`src/design/utx_pkg.sv`:
```
// Shared types, constants and CRC step function for the UART transmitter with CRC-32.
`default_nettype none

package utx_pkg;

  localparam int unsigned DataW   = 8;
  localparam int unsigned CrcW    = 32;
  localparam int unsigned FrameW  = 10;
  localparam int unsigned CntW    = $clog2(FrameW);
  localparam int unsigned InDataW = 48;   // 42 payload bits padded to whole bytes
  localparam int unsigned OutDataW = 40;  // 33 payload bits padded to whole bytes

  localparam logic [CrcW-1:0]  CrcPoly  = 32'hEDB8_8320;
  localparam logic [CntW-1:0]  StopBit  = CntW'(FrameW - 1);

  // One byte waiting for the serializer, with the CRC reported on its bits.
  typedef struct packed {
    logic [DataW-1:0] data;
    logic [CrcW-1:0]  crc;
    logic             last;
  } utx_item_t;

  // Reflected CRC-32 over one byte, LSB first, no final inversion.
  function automatic logic [CrcW-1:0] crc_byte(input logic [CrcW-1:0] crc_in,
                                               input logic [DataW-1:0] byte_in);
    logic [CrcW-1:0] c;
    c = crc_in ^ {{(CrcW-DataW){1'b0}}, byte_in};
    for (int k = 0; k < DataW; k++) begin
      if (c[0]) begin
        c = (c >> 1) ^ CrcPoly;
      end else begin
        c = c >> 1;
      end
    end
    return c;
  endfunction

endpackage

`default_nettype wire

```
`src/design/utx_ser.sv`:
```
// Frame serializer: turns one queued byte into ten 8N1 bit-time transactions.
`default_nettype none

module utx_ser (
  input  wire                         clk,
  input  wire                         rst,
  input  wire                         item_valid,
  output logic                        item_ready,
  input  wire  utx_pkg::utx_item_t    item,
  output logic                        m_tvalid,
  input  wire                         m_tready,
  output logic [utx_pkg::OutDataW-1:0] m_tdata,  // [0] line_level, [32:1] crc_value, pad
  output logic                        m_tlast,   // frame_last
  output logic                        m_tuser    // crc_final
);
  import utx_pkg::*;

  logic              busy;
  logic [CntW-1:0]   cnt;
  logic [FrameW-1:0] frame;
  logic [CrcW-1:0]   crc;
  logic              last;

  logic out_fire;
  logic at_stop;

  assign out_fire   = busy && m_tready;
  assign at_stop    = (cnt == StopBit);
  assign item_ready = !busy || (m_tready && at_stop);

  always_ff @(posedge clk) begin
    if (rst) begin
      busy <= 1'b0;
      cnt  <= '0;
    end else if (item_valid && item_ready) begin
      busy <= 1'b1;
      cnt  <= '0;
    end else if (out_fire) begin
      if (at_stop) begin
        busy <= 1'b0;
        cnt  <= '0;
      end else begin
        cnt <= cnt + CntW'(1);
      end
    end
  end

  // Payload: load stop, data and start bits; shift right per bit time.
  always_ff @(posedge clk) begin
    if (item_valid && item_ready) begin
      frame <= {1'b1, item.data, 1'b0};
      crc   <= item.crc;
      last  <= item.last;
    end else if (out_fire) begin
      frame <= {1'b1, frame[FrameW-1:1]};
    end
  end

  assign m_tvalid = busy;
  assign m_tdata  = {{(OutDataW-CrcW-1){1'b0}}, crc, frame[0]};
  assign m_tlast  = at_stop;
  assign m_tuser  = at_stop && last;

endmodule

`default_nettype wire

```
`src/design/uart_tx_with_crc32.sv`:
```
// Top level: 8N1 UART transmitter stream with a running reflected CRC-32.
// Path: an accepted byte passes the input register, then the frame register, before its
//   start bit is offered; a busy serializer holds it in the input register.
// Each byte gives ten output transactions, counted by the serializer's bit counter; the
//   next byte loads as the stop bit is taken, so frames can run back to back.
// Reset: synchronous, active high; clears the running CRC and both valid flags.
`default_nettype none

module uart_tx_with_crc32 (
  input  wire                            clk,
  input  wire                            rst,
  input  wire                            s_tvalid,
  output logic                           s_tready,
  input  wire  [utx_pkg::InDataW-1:0]    s_tdata,  // [7:0] data_byte, [8] crc_enable,
                                                   // [9] crc_load, [41:10] crc_seed, pad
  input  wire                            s_tlast,  // last_byte
  output logic                           m_tvalid,
  input  wire                            m_tready,
  output logic [utx_pkg::OutDataW-1:0]   m_tdata,  // [0] line_level, [32:1] crc_value, pad
  output logic                           m_tlast,  // frame_last
  output logic                           m_tuser   // crc_final
);
  import utx_pkg::*;

  // Unpack the slave-side transaction.
  logic [DataW-1:0] in_data;
  logic             in_enable;
  logic             in_load;
  logic [CrcW-1:0]  in_seed;

  assign in_data   = s_tdata[DataW-1:0];
  assign in_enable = s_tdata[DataW];
  assign in_load   = s_tdata[DataW+1];
  assign in_seed   = s_tdata[DataW+2 +: CrcW];

  // Running CRC state; updated as each byte is accepted so the next byte sees it.
  logic [CrcW-1:0] crc_running;
  logic [CrcW-1:0] crc_base;
  logic [CrcW-1:0] crc_running_next;

  // Input register: one byte held while the serializer finishes the previous frame.
  logic       pend_valid;
  utx_item_t  pend;
  logic       ser_ready;
  logic       s_fire;

  assign s_tready = !pend_valid || ser_ready;
  assign s_fire   = s_tvalid && s_tready;

  // Seed load only counts when the CRC is enabled for this byte.
  always_comb begin
    crc_base         = in_load ? in_seed : crc_running;
    crc_running_next = in_enable ? crc_byte(crc_base, in_data) : crc_running;
  end

  always_ff @(posedge clk) begin
    if (rst) begin
      crc_running <= '0;
      pend_valid  <= 1'b0;
    end else begin
      if (s_fire) begin
        crc_running <= crc_running_next;
        pend_valid  <= 1'b1;
      end else if (ser_ready) begin
        pend_valid  <= 1'b0;
      end
    end
  end

  // Payload: capture the byte together with the CRC it reports.
  always_ff @(posedge clk) begin
    if (s_fire) begin
      pend.data <= in_data;
      pend.crc  <= crc_running_next;
      pend.last <= s_tlast;
    end
  end

  // Serializer: start bit, eight data bits LSB first, stop bit.
  utx_ser u_ser (
    .clk        (clk),
    .rst        (rst),
    .item_valid (pend_valid),
    .item_ready (ser_ready),
    .item       (pend),
    .m_tvalid   (m_tvalid),
    .m_tready   (m_tready),
    .m_tdata    (m_tdata),
    .m_tlast    (m_tlast),
    .m_tuser    (m_tuser)
  );

  // The stop bit of every frame drives the line high.
  assert property (@(posedge clk) disable iff (rst) (m_tvalid && m_tlast) |-> m_tdata[0])
    else $error("stop bit not high");

  // A final-CRC flag only appears on the stop bit.
  assert property (@(posedge clk) disable iff (rst) (m_tvalid && m_tuser) |-> m_tlast)
    else $error("crc_final outside stop bit");

  // The running CRC holds between accepted bytes.
  assert property (@(posedge clk) disable iff (rst) !s_fire |=> $stable(crc_running))
    else $error("crc changed without a byte");

  // After a stop bit is taken, the next bit offered is a start bit (low).
  assert property (@(posedge clk) disable iff (rst)
    (m_tvalid && m_tready && m_tlast) |=> (!m_tvalid || !m_tdata[0]))
    else $error("frame does not open with a start bit");

endmodule

`default_nettype wire

```
`config.mk`:
```
export PLATFORM = sky130hd
export DESIGN_NAME = uart_tx_with_crc32
export DESIGN_NICKNAME = d
export VERILOG_FILES = /design/src/design/utx_pkg.sv /design/src/design/utx_ser.sv /design/src/design/uart_tx_with_crc32.sv
export SDC_FILE = /design/constraint.sdc
export NUM_CORES = 1
export LEC_CHECK = 0
export BUFFER_PORTS_ARGS = -buffer_cell sky130_fd_sc_hd__buf_2
export CORE_MARGIN = 1.5
export CORE_UTILIZATION = 55
export CTS_CLUSTER_SIZE = 16
export DETAILED_ROUTE_END_ITERATION = 7
export GPL_ROUTABILITY_DRIVEN = 0
export PLACE_DENSITY = 0.78
export SYNTH_ARGS = -nofsm -noshare
export SYNTH_HDL_FRONTEND = slang
export SYNTH_SLANG_ARGS = --single-unit
```
`constraint.sdc`:
```
create_clock -name clk -period 7.52 [get_ports clk]
set_input_delay 1.128 -clock clk [delete_from_list [all_inputs] [get_ports clk]]
set_output_delay 1.128 -clock clk [all_outputs]
set_load 0.02 [all_outputs]
```
======== Word-level counts from Yosys, hierarchy flattened ========
Cells that the tools add are included.
word-level totals
  bits in registers ....................... 121
  output and inout bits ................... 44
  input bits .............................. 53
operators by class
  add/subtract/negate cells ............... 1
  reduce and logical (&&, ||, !) cells .... 14
  muxes and demuxes ....................... 18
  bitwise logic cells ..................... 9
  eq/ne operators ......................... 1
operators by type and width
  kind                 number
  $mux 32              10
  $not 13->14          8
  $xor 32x8->32        1
  $mux 9               2
  $reduce_bool 2->1    3
  $logic_and 1x1->1    5
  $mux 1               5
  $add 4x1->4 const B  1
  $eq 4x4->1 const B   1
  $mux 4               1
  $logic_not 1->1      2
  $logic_or 1x1->1     2
  $reduce_and 2->1     1
  $reduce_or 2->1      1

======== Depth between registers and ports, before layout ========
Gate-level depths: netlist of run 1.
  depth in word-level cells ............... 19
  depth in mapped cells ................... 10
  gate-level depth less buffers ........... 8

======== By module ========
A second synthesis of run 1 with hierarchy kept.
unflattened totals
  cells, all modules ...................... 449
  area, all modules ....................... 5810.6 µm²
modules (own cells, without submodules)
  module              instances  cells an instance  area each (µm²)  seq. area each (µm²)
  uart_tx_with_crc32  1          332                3992.6           1891.8
  utx_ser             1          117                1818.0           1351.3

======== Worst setup path before layout of run 1 ========
OpenSTA, ideal clock, no wires.
  path type ............................... input-to-reg
  from .................................... input m_tready
  to ...................................... register crc_running[0]
  setup slack ............................. 3.975 ns
  required time ........................... 7.392 ns
  library setup time ...................... 0.128 ns
  buffers on the path ..................... 1
  arrival ................................. 3.417 ns
  stages on the path ...................... 7
  cell sequence ........................... a21boi_0 nand2_1 nand2_2 inv_1 clkbuf_1 mux2i_1 nor2_1
on the way
  word-level cells in the longest chain between the ends .. 4
RTL lines
  what                  line                      text
  start, declared       uart_tx_with_crc32.sv:18  input wire m_tready,
  $logic_and 1x1->1     utx_ser.sv:29             assign item_ready = !busy || (m_tready && at_stop);
  $logic_or 1x1->1      utx_ser.sv:29
  $logic_or 1x1->1      uart_tx_with_crc32.sv:47  assign s_tready = !pend_valid || ser_ready;
  net s_tready          uart_tx_with_crc32.sv:13  output logic s_tready,
  $logic_and 1x1->1     uart_tx_with_crc32.sv:48  assign s_fire = s_tvalid && s_tready;
  net s_fire            uart_tx_with_crc32.sv:45  logic s_fire;
  end signal, assigned  uart_tx_with_crc32.sv:62  crc_running <= crc_running_next;
  end, declared         uart_tx_with_crc32.sv:37  logic [CrcW-1:0] crc_running;
The timed path passes the listed nets, and every way through them passes these cells.
A chain may end at the register's enable or synchronous reset.

======== Worst setup path after layout of run 1 ========
  from .................................... input s_tdata[9] (netlist name)
  to ...................................... register pend[20] (netlist name) (data pin)
on the way
  word-level cells in the longest chain between the ends .. 17
  elaborated cells between the ends (all ways) .. 18
  those cells by class .................... mux: 10; bitwise: 8
RTL lines
  what                      line                      text
  start, declared           uart_tx_with_crc32.sv:14  input wire [utx_pkg::InDataW-1:0] s_tdata,
  $mux 32 *                 uart_tx_with_crc32.sv:52  crc_base = in_load ? in_seed : crc_running;
  $xor 32x8->32 *           utx_pkg.sv:27             c = crc_in ^ {{(CrcW-DataW){1'b0}}, byte_in};
  $not 13->14 (no line)     n/a
  $mux 32 * (2 in a row)    utx_pkg.sv:29             if (c[0]) begin
  $not 13->14 (no line)     n/a
  $mux 32 *                 utx_pkg.sv:29
  $not 13->14 (no line)     n/a
  $mux 32 * (2 in a row)    utx_pkg.sv:29
  $not 13->14 (no line)     n/a
  $mux 32 *                 utx_pkg.sv:29
  $not 13->14 (no line)     n/a
  $mux 32 *                 utx_pkg.sv:29
  $not 13->14 (no line)     n/a
  $mux 32 *                 utx_pkg.sv:29
  $mux 32 *                 uart_tx_with_crc32.sv:53  crc_running_next = in_enable ? crc_byte(crc_base, in_data) : crc_running;
  net crc_running_next[19]  uart_tx_with_crc32.sv:39  logic [CrcW-1:0] crc_running_next;
  end, declared             uart_tx_with_crc32.sv:43  utx_item_t pend;
The timed path passes the listed nets; every way through them passes the cells marked *.

==> results of run 1 <==
-- flip-flops by register name (all words and copies together), names as in the netlist --
signal          cells
u_ser.frame         9
pend_valid          1
crc_running        32
u_ser.crc          32
u_ser.last          1
u_ser.m_tvalid      1
u_ser.cnt           4
pend               41
-- cell type report --
| cell class | instances | area, um2 |
|---|---|---|
| clock buffer | 24 | 470 |
| clock inverter | 8 | 72.6 |
| fill | 743 | 3200 |
| inverter | 2 | 7.51 |
| multi-input combinational | 297 | 2300 |
| sequential | 121 | 3240 |
| tap | 133 | 166 |
| timing repair buffer | 87 | 445 |
-- through the flow --
stage | cell area [um2] | utilization | worst slack [ns] | hold slack, ns | cells
after CTS | 6710 | 0.677 | 3.85 | 0.415 | 672
after global placement | 6160 | 0.622 | 3.37 | 0.401 | 640
after detailed placement | 6160 | 0.622 | 3.29 | 0.405 | 640
final | 6710 | 0.677 | 3.83 | 0.413 | 672
after floorplan | 5710 | - | 3.98 | 0.400 | 449
after global routing | 6710 | 0.677 | 3.74 | 0.421 | 672
-- power by group through the flow --
stage          combinational (W)  clock, W  sequential [W]
2_1_floorplan           0.000374         0        0.000878
3_3_place_gp            0.000484         0        0.000865
3_5_place_dp            0.000494         0        0.000870
4_1_cts                 0.000501  0.000749        0.000858
5_1_grt                 0.000540  0.000777        0.000865
6_report                0.000500  0.000738        0.000858
-- layout by cell type, fill, tap and decap left out, types with 16 or more instances in the layout --
cell,n
a21oi_1,26
mux2i_1,30
edfxtp_1,82
clkbuf_16,16
buf_2,83
mux2_2,18
nand2_1,39
nor2_1,48
dfxtp_1,39
xnor2_1,41
-- routing by layer --
| metal | track usage | wire [um] | vias to the layer above |
|---|---|---|---|
| met3 | 0.0543 | 674 | 23 |
| li1 | - | - | 1704 |
| met4 | 0.107 | 266 | 0 |
| met2 | 0.352 | 5700 | 145 |
| met1 | 0.289 | 4850 | 1709 |
| met5 | 0 | 0 | - |
-- path summary, 6_finish.rpt --
kind,start,to,slack [ns],depth (start not counted)
hold reg to reg,pend[14],u_ser.crc[13],0.41,0
hold / removal,pend[14],u_ser.crc[13],0.41,0
setup / recovery,s_tdata[9],pend[20],3.83,7
setup reg to reg,u_ser.cnt[2],crc_running[7],4.81,9
-- logic make-up after synthesis --
logic type	count (synthesis)	synth area share
AOI/OAI and AO/OA	58	0.0602
xor gates and xnor gates	77	0.164
buffers and inverters	31	0.0312
DFF	121	0.570
muxes	51	0.0987
other	1	0.000659
and+or+nand+nor	104	0.0752
-- cell usage after synthesis, types with 3 or more instances --
| library cell | number | area, um2 |
|---|---|---|
| a211oi_1 | 15 | 113 |
| a21oi_1 | 26 | 130 |
| and2_1 | 3 | 18.8 |
| buf_2 | 6 | 30.0 |
| buf_4 | 8 | 60.1 |
| clkbuf_1 | 12 | 45.0 |
| dfxtp_1 | 39 | 781 |
| edfxtp_1 | 82 | 2460 |
| mux2_2 | 18 | 203 |
| mux2i_1 | 30 | 300 |
| nand2_1 | 39 | 146 |
| nor2_1 | 49 | 184 |
| nor3_1 | 7 | 35.0 |
| o21a_1 | 5 | 37.5 |
| o21ai_0 | 11 | 55.1 |
| xnor2_1 | 41 | 359 |
| xnor2_2 | 6 | 97.6 |
| xnor2_4 | 3 | 82.6 |
| xnor3_1 | 4 | 90.1 |
| xor2_1 | 15 | 131 |
| xor2_2 | 3 | 48.8 |
==> results.md, run 1 <==
- Status: complete, no violations
- Crit Path Category: input pin to flip-flop
- Sw frac: 0.277
- Initial antenna violation count: 0
- Post_cts resized: 0
- Share of flip-flops with an asynchronous set or reset: 0
- Crit path cell chain: buf_2, mux2i_1, xnor2_1, xnor2_2, xnor3_2, xnor2_1, a21oi_1
- First-pass GRT wire length: 18,400 um
- Port Buffers: 83
- Clk sinks: 121
- Crit path max-delay cell type: buf_2
- 1st-pass router iterations: 5
- Final number of hold-violating endpoints: 0
- Global route total overflow: 0
- Critical Path Start Type: input pin
- # rows: 36
- Reg clk slew, reported paths: 0.06 ns
- Max_slew headroom: 0.252
- Vias: 3,581
- Worst stage delay on the critical path: 0.82 ns
- HP Class: flip-flop to flip-flop
- Die Y: 105 um
- Buf/Inv on CP: 1
- Ports: 97
- Internal power: 0.00152 W
- WL final: 11,500 um
- Worst Tran Pin Value: 1.11 ns
- Unique masters post-synth: 38
- Syn_area_per_cell: 12.8 um2
- Antenna Nets Post-Route: 0
- Core ar.: 9910 um2
- Most frequent CP cell: xnor2_1
- Vias in the first global route: 3,488
- Required @ worst endpoint: 7.76 ns
- ANT cells: 0
- Top delay family on crit path: XOR/XNOR gates
- H-tree depth: 4
- Postcts setup bufs: 0
- Fin crit period: 3.69 ns
- Fin nets: 579
- Crit end category: flip-flop
- Post-synth top flop: edfxtp_1
- DIE WIDTH: 105 um
- Logic gate share of total power: 0.239
- Sequential power share: 0.409
- CP Data Arrival Time: 3.93 ns
- Final setup viols: 0
- DR WL/cell: 17.1 um
- CTS Hold Bufs: 0
- Total chip power: 0.00210 W
- Clock power frac: 0.352
- PD cells: 313 nW/um2
- Max Clock Freq: 0.271 GHz
- Clk root buf: clkbuf_8
- Pleak: 2.64 nW
- Synthesis-to-layout area growth: 17.8%
- Largest net degree at the start of global routing: 55
- DR DRC count: 0
- Synth Cell Area: 5690 um2
- Starting Density: 0.574
- Max cap viols: 0
- Skew-Pair Late Insertion Delay: 0.52 ns
- Slew Limit Fails: 0
- Full die area: 11,000 um2
- Via-to-Cell Ratio: 5.33
- Fin crit share: 0.490
- Post-synthesis instance total: 443
- Total CTS buffers: 17
- CTS max path bufs: 2
- Seq/Total Area, Yosys: 0.570
- Peak VDD IR: 0.000197 V
- Total Routing Usage GR: 0.223
- FF+latch count, synth: 121
- Setup_tns: 0 ns
- CTS tree: built
- Final Skew: 0.00748 ns
- YS warnings: 0
- Layout cells sized above 1: 0.288
- Drt initial violations: 234
- Switch Pwr: 0.000580 W
- DP Wirelength: 7360 um
- Crit-path max FO: 32
- RSZ-0062 raised after global routing: no
- Post-synth EDFFs: 82
No activity file was read; power rests on OpenSTA's default activity.
==> inputs of run 2 (changes only) <==
- ABC_AREA: default -> 1
- CORE_UTILIZATION: 55 -> 52
- PLACE_DENSITY: 0.78 -> 0.77
- clock period: 7.52 -> 3 ns (I/O delays scaled with it)
==> results.md, run 2 <==
- Status: complete, no violations
- Post-synthesis instance total: 748 (+69%)
- Largest Register: pend
- Peak VDD IR: 0.000339 V (+72%)
- Fin crit period: 2.15 ns
- CTS tree: built
- Max cap viols: 0 (unchanged)
- Hold WS: 0.210 ns (-0.203 ns)
- Synthesis-to-layout area growth: 16.6%
- Met1 wire length: 6400 um (+32%)
- Area contributors post-synth: edfxtp_1 39%, nand2_1 14%, dfxtp_1 12%
- R2R Path End: pend[21]
- Synth Cell Area: 6320 um2 (+11%)
- Commonest cells post-synth: 229 x nand2_1, 91 x inv_1, 82 x edfxtp_1, 52 x nand3_1, 52 x o21ai_0
- Pleak: 3.45 nW (+31%)
- Logic gate share of total power: 0.192 (-0.047)
- Fin crit share: 0.715
- Commonest non-fill, non-tap cell in the layout: nand2_1
- ANT cells: 0 (unchanged)
- R2R Setup Slk: 0.94 ns (-3.87 ns)
- H-tree depth: 4 (unchanged)
- Clk root buf: clkbuf_16
- Post-synth top area share: 0.390 (-0.0429)
- Seq. cell area: 3240 um2 (unchanged)
- # rows: 40 (+11%)
- Total chip power: 0.00484 W (+130%)
- Max Clock Freq: 0.466 GHz
- Total CTS buffers: 17 (unchanged)
- Area taken by multi-input logic gates: 2500 um2 (+8.6%)
- Final Skew: 0.0127 ns (+0.00522 ns)
- Starting Density: 0.530 (-0.0440)
- CTS max path bufs: 2 (unchanged)
- Clock power frac: 0.389 (+0.037)
- HP Class: input pin to flip-flop
- Unique masters post-synth: 33 (-13%)
- Vias: 5,061 (+41%)
- Switch Pwr: 0.00144 W (+150%)
- Postcts setup bufs: 0 (unchanged)
- Final number of hold-violating endpoints: 0 (unchanged)
- CTS Hold Bufs: 0 (unchanged)
- Utilization after layout: 0.618 (-0.0586)
- Ports: 97 (unchanged)
- Number of flip-flops in the largest register: 41 (unchanged)
- YS warnings: 0 (unchanged)
- Critical Path Start Type: input pin
- Full die area: 12,800 um2 (+17%)
- Hold Crit Start: s_tlast
- Post-synth EDFFs: 82 (unchanged)
- Clk sinks: 121 (unchanged)
- Max_slew headroom: 0.611 (+0.359)
- PD cells: 658 nW/um2 (+110%)
- Core ar.: 11,900 um2 (+20%)
- Crit end category: flip-flop
- Share of flip-flops with an asynchronous set or reset: 0 (unchanged)
- 1st-pass router iterations: 5 (unchanged)
- Number of fillers in the final layout: 1,004 (+35%)
- Area leader, netlist: edfxtp_1
- Crit Path Category: input pin to flip-flop
- Met3 wire length: 898 um (+33%)
- Most frequent cell after synthesis: nand2_1
- CP Data Arrival Time: 2.31 ns (-1.62 ns)
- Via-to-Cell Ratio: 5.11 (-4.1%)
- WL final: 14,000 um (+22%)
- R2R depth: 13 (+4)
- Worst Tran Pin Value: 0.584 ns (-0.526 ns)
- Syn_area_per_cell: 8.44 um2 (-34%)
- RSZ-0062 raised after global routing: no
- Skew-Pair Late Insertion Delay: 0.41 ns (-0.11 ns)
- Crit-path max FO: 18 (-44%)
- Initial antenna violation count: 0 (unchanged)
- Worst Hold End: pend[0]
- Worst r2r src: crc_running[1]
- Port Buffers: 83 (unchanged)
- Sequential power share: 0.419 (+0.010)
- Final setup viols: 0 (unchanged)
- DR WL/cell: 14.2 um (-17%)
- Setup_tns: 0 ns (unchanged)
- Internal power: 0.00340 W (+120%)
- Wire length on met2: 6560 um (+15%)
- First-pass GRT wire length: 22,900 um (+25%)
- Total Routing Usage GR: 0.233 (+0.0109)
- Fin nets: 883 (+53%)
- Antenna Nets Post-Route: 0 (unchanged)
- FF+latch count, synth: 121 (unchanged)
- DP Wirelength: 9700 um (+32%)
- Required @ worst endpoint: 3.17 ns (-4.59 ns)
- DIE WIDTH: 113 um (+8.1%)
- Slew Limit Fails: 0 (unchanged)
- Sw frac: 0.297 (+0.0199)
- Drt initial violations: 413 (+76%)
- Post_cts resized: 0 (unchanged)
- Post-synth top flop: edfxtp_1
- Layout cells sized above 1: 0.216 (-0.0717)
- DR DRC count: 0 (unchanged)
- Largest net degree at the start of global routing: 52 (-5.5%)
- Vias in the first global route: 4,676 (+34%)
- Seq/Total Area, Yosys: 0.513 (-0.0565)
- Most frequent cells in the layout: 229 x nand2_1, 91 x inv_1, 83 x buf_2
- Reg clk slew, reported paths: 0.05 ns (about the same)
- Top flop regs: pend: 41 flops, crc_running: 32 flops, u_ser.crc: 32 flops
- Worst hold path cell count: 1 (+1)
- Top routing layer in use: met4
- Die Y: 113 um (+8.1%)
- Global route total overflow: 0 (unchanged)
## run 2: cell count changes after synthesis, moves of 9 or more
cell      before  now
xnor2_1       41    2
a21oi_1       26   35
nand2_2        1   27
o21ai_1        0   17
xor2_1        15   28
mux2_2        18    0
nand2_1       39  229
inv_1          2   91
nand3_1        1   52
a211oi_1      15    1
mux2i_1       30    4
o21ai_0       11   52
nor2_1        49   11
## run 2: power groups by stage
stage	clock (W)	combinational (W)	sequential, W
6_report	0.00188	0.000931	0.00203
5_1_grt	0.00199	0.00104	0.00204
4_1_cts	0.00191	0.000922	0.00203
3_5_place_dp	0	0.000913	0.00206
3_3_place_gp	0	0.000896	0.00205
2_1_floorplan	0	0.000654	0.00208
## run 2: per-stage QoR
| stage | cell area (um2) | cells | worst slack (ns) |
|---|---|---|---|
| floorplan | 6340 | 754 | 0.574 |
| global placement | 6810 | 958 | 0.511 |
| detailed placement | 6810 | 958 | 0.471 |
| CTS | 7360 | 990 | 0.889 |
| global route | 7360 | 990 | 0.640 |
| finish | 7360 | 990 | 0.854 |
## run 2: worst max-delay path by stage
stage | slack [ns] | to | cells past startpoint | startpoint
finish | 0.85 | pend[19] | 15 | s_tdata[9]
global route | 0.64 | pend[20] | 13 | s_tdata[9]
CTS | 0.89 | s_tready | 8 | u_ser.cnt[2]
detailed placement | 0.47 | pend[19] | 15 | s_tdata[9]
global placement | 0.51 | pend[19] | 15 | s_tdata[9]
floorplan | 0.57 | pend[0] | 9 | u_ser.cnt[0]
## run 2: routing by layer
layer	vias up	GRT usage
li1	2558	-
met1	2285	0.316
met2	199	0.377
met3	19	0.0546
met4	0	0.0692
met5	-	0
## run 2: layout make-up
type                       instances  share of cell area
clock buffer                      17              0.0578
clock inverter                    15              0.0177
inverter                         101              0.0518
multi-input combinational        498               0.339
sequential                       121               0.441
tap                              147              0.0250
timing repair buffer              91              0.0680
## run 2: logic make-up after synthesis
logic type             count (synthesis)  share of synthesized area
AND/OR/NAND/NOR                      343                      0.243
buffers and inverters                135                     0.0955
flip-flops                           121                      0.513
AO/OA/AOI/OAI                        111                     0.0919
XOR/XNOR                              33                     0.0493
multiplexers                           4                    0.00634
other                                  1                   0.000594
## run 2: worst max-delay path, stage by stage
cell and delay, ns:
buf_2 0.21, buf_4 0.30, nand2_1 0.08, o21ai_1 0.13
nand2_1 0.07, nand2_1 0.27, nand2_1 0.08, nand2_1 0.18
nand2_1 0.08, nand2_1 0.10, inv_1 0.05, nand2_1 0.05
nand3_1 0.09, nand2_1 0.12, inv_1 0.04
